### config.mk
export PLATFORM = sky130hd
export DESIGN_NAME = tdpt_ctrl
export DESIGN_NICKNAME = d
export VERILOG_FILES = /design/src/hw/rtl/tdpt_pkg.sv /design/src/hw/rtl/tdpt_ctrl.sv
export SDC_FILE = /design/constraint.sdc
export NUM_CORES = 1
export LEC_CHECK = 0
export BUFFER_PORTS_ARGS = -buffer_cell sky130_fd_sc_hd__buf_4
export CAP_MARGIN = 0
export CORE_AREA = 2 2 39 41
export CTS_CLUSTER_SIZE = 8
export DETAILED_ROUTE_END_ITERATION = 8
export DIE_AREA = 0 0 41 43
export HOLD_SLACK_MARGIN = 0.12
export SYNTH_ARGS = -nofsm -noshare
export SYNTH_HDL_FRONTEND = slang
export SYNTH_SLANG_ARGS = --single-unit
export TNS_END_PERCENT = 20
### constraint.sdc
create_clock -name i_clk -period 2.4 [get_ports i_clk]
set_input_delay 0 -clock i_clk [delete_from_list [all_inputs] [get_ports i_clk]]
set_output_delay 0 -clock i_clk [all_outputs]
set_load 0.02 [all_outputs]
### src/hw/rtl/tdpt_pkg.sv
package tdpt_pkg;

    localparam int DEFAULT_VALUE_WIDTH = 32;

    typedef struct packed {
        logic load;
        logic div_start;
        logic div_step;
        logic next_div;
        logic res_load;
        logic res_value;
    } t_cmd;

    typedef struct packed {
        logic trivial;
        logic bound_exceeded;
        logic div_last;
        logic rem_zero;
        logic out_free;
    } t_sts;

endpackage

### src/hw/rtl/tdpt_ctrl.sv
module tdpt_ctrl (
    input  logic           i_clk,
    input  logic           i_rst_n,
    input  logic           i_s_tvalid,
    output logic           o_s_tready,
    input  tdpt_pkg::t_sts i_sts,
    output tdpt_pkg::t_cmd o_cmd
);

    localparam logic [2:0] S_IDLE   = 3'd0;
    localparam logic [2:0] S_CHECK  = 3'd1;
    localparam logic [2:0] S_DIV    = 3'd2;
    localparam logic [2:0] S_TEST   = 3'd3;
    localparam logic [2:0] S_FINISH = 3'd4;

    logic [2:0] r_state;
    logic [2:0] n_state;
    logic       r_prime;
    logic       n_prime;

    assign o_s_tready = r_state == S_IDLE;

    always_comb begin
        n_state         = r_state;
        n_prime         = r_prime;
        o_cmd           = '0;
        o_cmd.res_value = r_prime;
        unique case (r_state)
            S_IDLE: begin
                if (i_s_tvalid) begin
                    o_cmd.load = 1'b1;
                    n_state    = S_CHECK;
                end
            end
            S_CHECK: begin
                if (i_sts.trivial) begin
                    n_prime = 1'b0;
                    n_state = S_FINISH;
                end else if (i_sts.bound_exceeded) begin
                    n_prime = 1'b1;
                    n_state = S_FINISH;
                end else begin
                    o_cmd.div_start = 1'b1;
                    n_state         = S_DIV;
                end
            end
            S_DIV: begin
                o_cmd.div_step = 1'b1;
                if (i_sts.div_last) begin
                    n_state = S_TEST;
                end
            end
            S_TEST: begin
                if (i_sts.rem_zero) begin
                    n_prime = 1'b0;
                    n_state = S_FINISH;
                end else begin
                    o_cmd.next_div = 1'b1;
                    n_state        = S_CHECK;
                end
            end
            S_FINISH: begin
                if (i_sts.out_free) begin
                    o_cmd.res_load = 1'b1;
                    n_state        = S_IDLE;
                end
            end
            default: begin
                n_state = S_IDLE;
            end
        endcase
    end

    always_ff @(posedge i_clk) begin
        if (!i_rst_n) begin
            r_state <= S_IDLE;
            r_prime <= 1'b0;
        end else begin
            r_state <= n_state;
            r_prime <= n_prime;
        end
    end

    a_accept_to_check: assert property (@(posedge i_clk) disable iff (!i_rst_n)
        (i_s_tvalid && o_s_tready) |=> (r_state == S_CHECK))
        else $error("accepted transaction did not start a check");

    a_result_from_finish: assert property (@(posedge i_clk) disable iff (!i_rst_n)
        o_cmd.res_load |-> (r_state == S_FINISH) && i_sts.out_free)
        else $error("result loaded outside the finish state or into a full output");

    a_step_in_div: assert property (@(posedge i_clk) disable iff (!i_rst_n)
        o_cmd.div_step |-> (r_state == S_DIV) && !o_cmd.div_start)
        else $error("division step outside the division state");

    a_div_from_check: assert property (@(posedge i_clk) disable iff (!i_rst_n)
        o_cmd.div_start |=> (r_state == S_DIV))
        else $error("division start did not enter the division state");

endmodule

==> reports/metrics.yaml <==
finish:
  final_util_pct: 31.10
  drive_gt1_share_pct: 38.00
  nNetsFinal: 60
  final_area_um2: 430.4
  syn2layout_area_growth_pct: 60.00
  fin_cells: 66
  n_antenna_cell: 0
drt:
  drt-wirelength-per-cell_um: 10.00
  drt_iter0_markers: 1
  drt_pass1_iterations: 2
  final_antenna_net_count: 0
  drc: 0
  vias_per_cell: 4.394
  via_count: 290
  wl_um: 660
grt:
  grt-ovfl-total: 0
  grt_first_pass_wirelength_mm: 1.090
  track_usage_pct: 9.648
  grt_max_degree: 10
  antenna_found_initial: 0
  grt_pass1_vias: 266
power_and_ir_drop:
  max-vdd-ir-drop_mv: 0.1686
  swShare_pct: 29.99
  leakage_nw: 0.1850
  p_sw_mw: 0.07400
  p_int_mw: 0.1727
  combPwrFrac_pct: 31.2
  power.density_nw_per_um2: 573.3
  pwr-share-clk_pct: 34.4
  seqPwrFrac_pct: 34.4
sta:
  clock_skew_ps: 1.716
  hold_violations: 0
  fmax_ghz: 0.6902
  finalCritPeriodShare_pct: 60.37
  rsz0062_at_grt: "false"
  worstMarginPinSlew_ps: 374.3
  finalCriticalPeriod_ps: 1449
  finalSetupTns_ps: 0
  finalSetupViolations: 0
  drv_slew: 0
  relSlewSlack_pct: 75.01
run:
  drv_cap: 0
worst_setup_path:
  cp-end-kind: "flip-flop"
  critPathRequiredTime_ps: 2510
  arrival_ps: 1560
  worstReg2RegStart: "r_state[0]"
  reg2regPathDepth: 4
  worst_setup_path_start_kind: "flip-flop"
  path_class: "flip-flop to flip-flop"
  reg2reg_slack_ps: 950
  cp_max_fo: 9
  r2r-end: "r_state[2]"
worst_hold_path:
  hp-start: "i_sts[4]"
  worstHoldPathCells: 4
  hold_path_end: "r_state[1]"
  min_path_type: "input port to flip-flop"
synth:
  synth_area_um2: 269.0
  ys_seq_area_share_pct: 29.77
  synth_fp_nets: 40
  synth_area_per_cell_um2: 8.407
  synth-warning-count: 0
  ys_types: 20
  ys_seq_elements: 4
  synthCells: 32
floorplanning:
  die-area_um2: 1763
  die_x_um: 41
  initial_utilization_pct: 19.44
  io_pins: 15
  rows: 14
  die_h_um: 43
  coreArea_um2: 1384
placement:
  dp.cells: 59
  port_buffers: 14
  place.gp.congestion: 0.7172
  hpwlAfterDp_um: 441.6
  place_area_um2: 367.9
clocking:
  cts_tree: "built"
  cts_root_buf: "clkbuf_4"
  cts_setup_buffers: 0
  worstSkewPairLatency_ps: 230
  cts.clk_slew.worst_paths_ps: 40
  cts-htree-levels: 1
  max-clock-path-buffers: 2
  numCtsBuffers: 3
  clkSinkCount: 4
outcome:
  status: "finished clean"
==> state kept, by name (all words and copies together), names as in the netlist <==
register and count:
r_prime 1, r_state 3
==> cell usage after synthesis <==
cell type,n,area [um^2]
nor2b_1,1,6.260
nor3b_1,1,7.510
nor2_1,4,15.01
a21oi_1,1,5.000
a211oi_1,1,7.510
or3b_1,1,8.760
dfxtp_1,4,80.08
buf_6,1,11.26
nand2b_4,1,13.76
mux2i_1,1,10.01
mux2_2,1,11.26
nor4_1,1,6.260
a31o_1,1,8.760
nor3_1,3,15.01
nand2b_1,4,25.02
and2_1,1,6.260
nand2_1,1,3.750
buf_4,2,15.01
nand3_1,1,5.000
o31ai_1,1,7.510
==> per-layer routing <==
layer	GRT usage [%]	wire (um)	vias up
li1	-	-	149
met1	11.61	299	124
met2	12.19	273	15
met3	4.712	79	2
met4	8.000	8	0
met5	0	0	-
==> through the flow <==
| stage | hold WS (ps) | power, mW | setup WS, ps |
|---|---|---|---|
| global route | 144.9 | 0.2665 | 800.6 |
| floorplan | 129.0 | 0.1313 | 1124 |
| global placement | 262.1 | 0.1547 | 1052 |
| finish | 124.4 | 0.2467 | 951.1 |
| CTS | 124.5 | 0.2509 | 973.1 |
| detailed placement | 260.9 | 0.1539 | 1043 |
==> cells by family after synthesis <==
kind of cell	after synthesis	synth area share, %
AO/OA/AOI/OAI	4	10.70
buffers and inverters	3	9.766
flip-flops	4	29.77
multiplexers	2	7.907
AND/OR/NAND/NOR	19	41.86
==> worst max-delay path by stage <==
stage / slack, ps / end / cells past startpoint / from
after floorplan: 1120 / o_cmd[5] / 3 / r_state[0]
final: 950 / r_state[2] / 4 / r_state[0]
after CTS: 970 / r_state[2] / 4 / r_state[0]
after detailed placement: 1040 / r_prime / 3 / r_state[0]
after global routing: 800 / r_state[2] / 4 / r_state[0]
after global placement: 1050 / r_prime / 3 / r_state[0]
==> repair_timing <==
action / CTS / global route
setup endpoints to repair: 0 / 0
hold buffers: 4 / 0
resized for setup: 0 / 0
hold endpoints to repair: 4 / 0
==> cell usage in the layout (no fill, tap or decap) <==
master / netlist / routed
mux2_2: 1 / 1
nor2_1: 4 / 4
nand3_1: 1 / 1
nor2b_1: 1 / 1
clkbuf_4: 0 / 3
nand2b_1: 4 / 4
o31ai_1: 1 / 1
nand2_1: 1 / 1
dfxtp_1: 4 / 4
buf_4: 2 / 14
mux2i_1: 1 / 1
and2_1: 1 / 1
a31o_1: 1 / 1
nor4_1: 1 / 1
nor3_1: 3 / 3
nor3b_1: 1 / 1
nand2b_4: 1 / 1
a211oi_1: 1 / 1
dlygate4sd3_1: 0 / 4
a21oi_1: 1 / 1
or3b_1: 1 / 1
==> critical path: stages (launching register included) <==
cell and delay [ps]:
dfxtp_1 540, nor2_1 90, nand3_1 80, dlygate4sd3_1 560, a21oi_1 60
==> power by group through the flow <==
stage          logic (mW)  registers, mW  clock network, mW
3_5_place_dp       0.0685         0.0854                  0
4_1_cts            0.0771         0.0847             0.0891
6_report           0.0769         0.0849             0.0849
2_1_floorplan      0.0536         0.0777                  0
3_3_place_gp       0.0690         0.0857                  0
5_1_grt            0.0858         0.0871             0.0937
==> area by class of cell <==
cell class	instances	area (um^2)
Tap cell	16	20.02
Fill cell	137	953.4
Sequential cell	4	80.08
Clock buffer	3	22.52
Multi-Input combinational cell	25	162.7
Timing Repair Buffer	18	145.1
(Power assumes the default switching activity.)
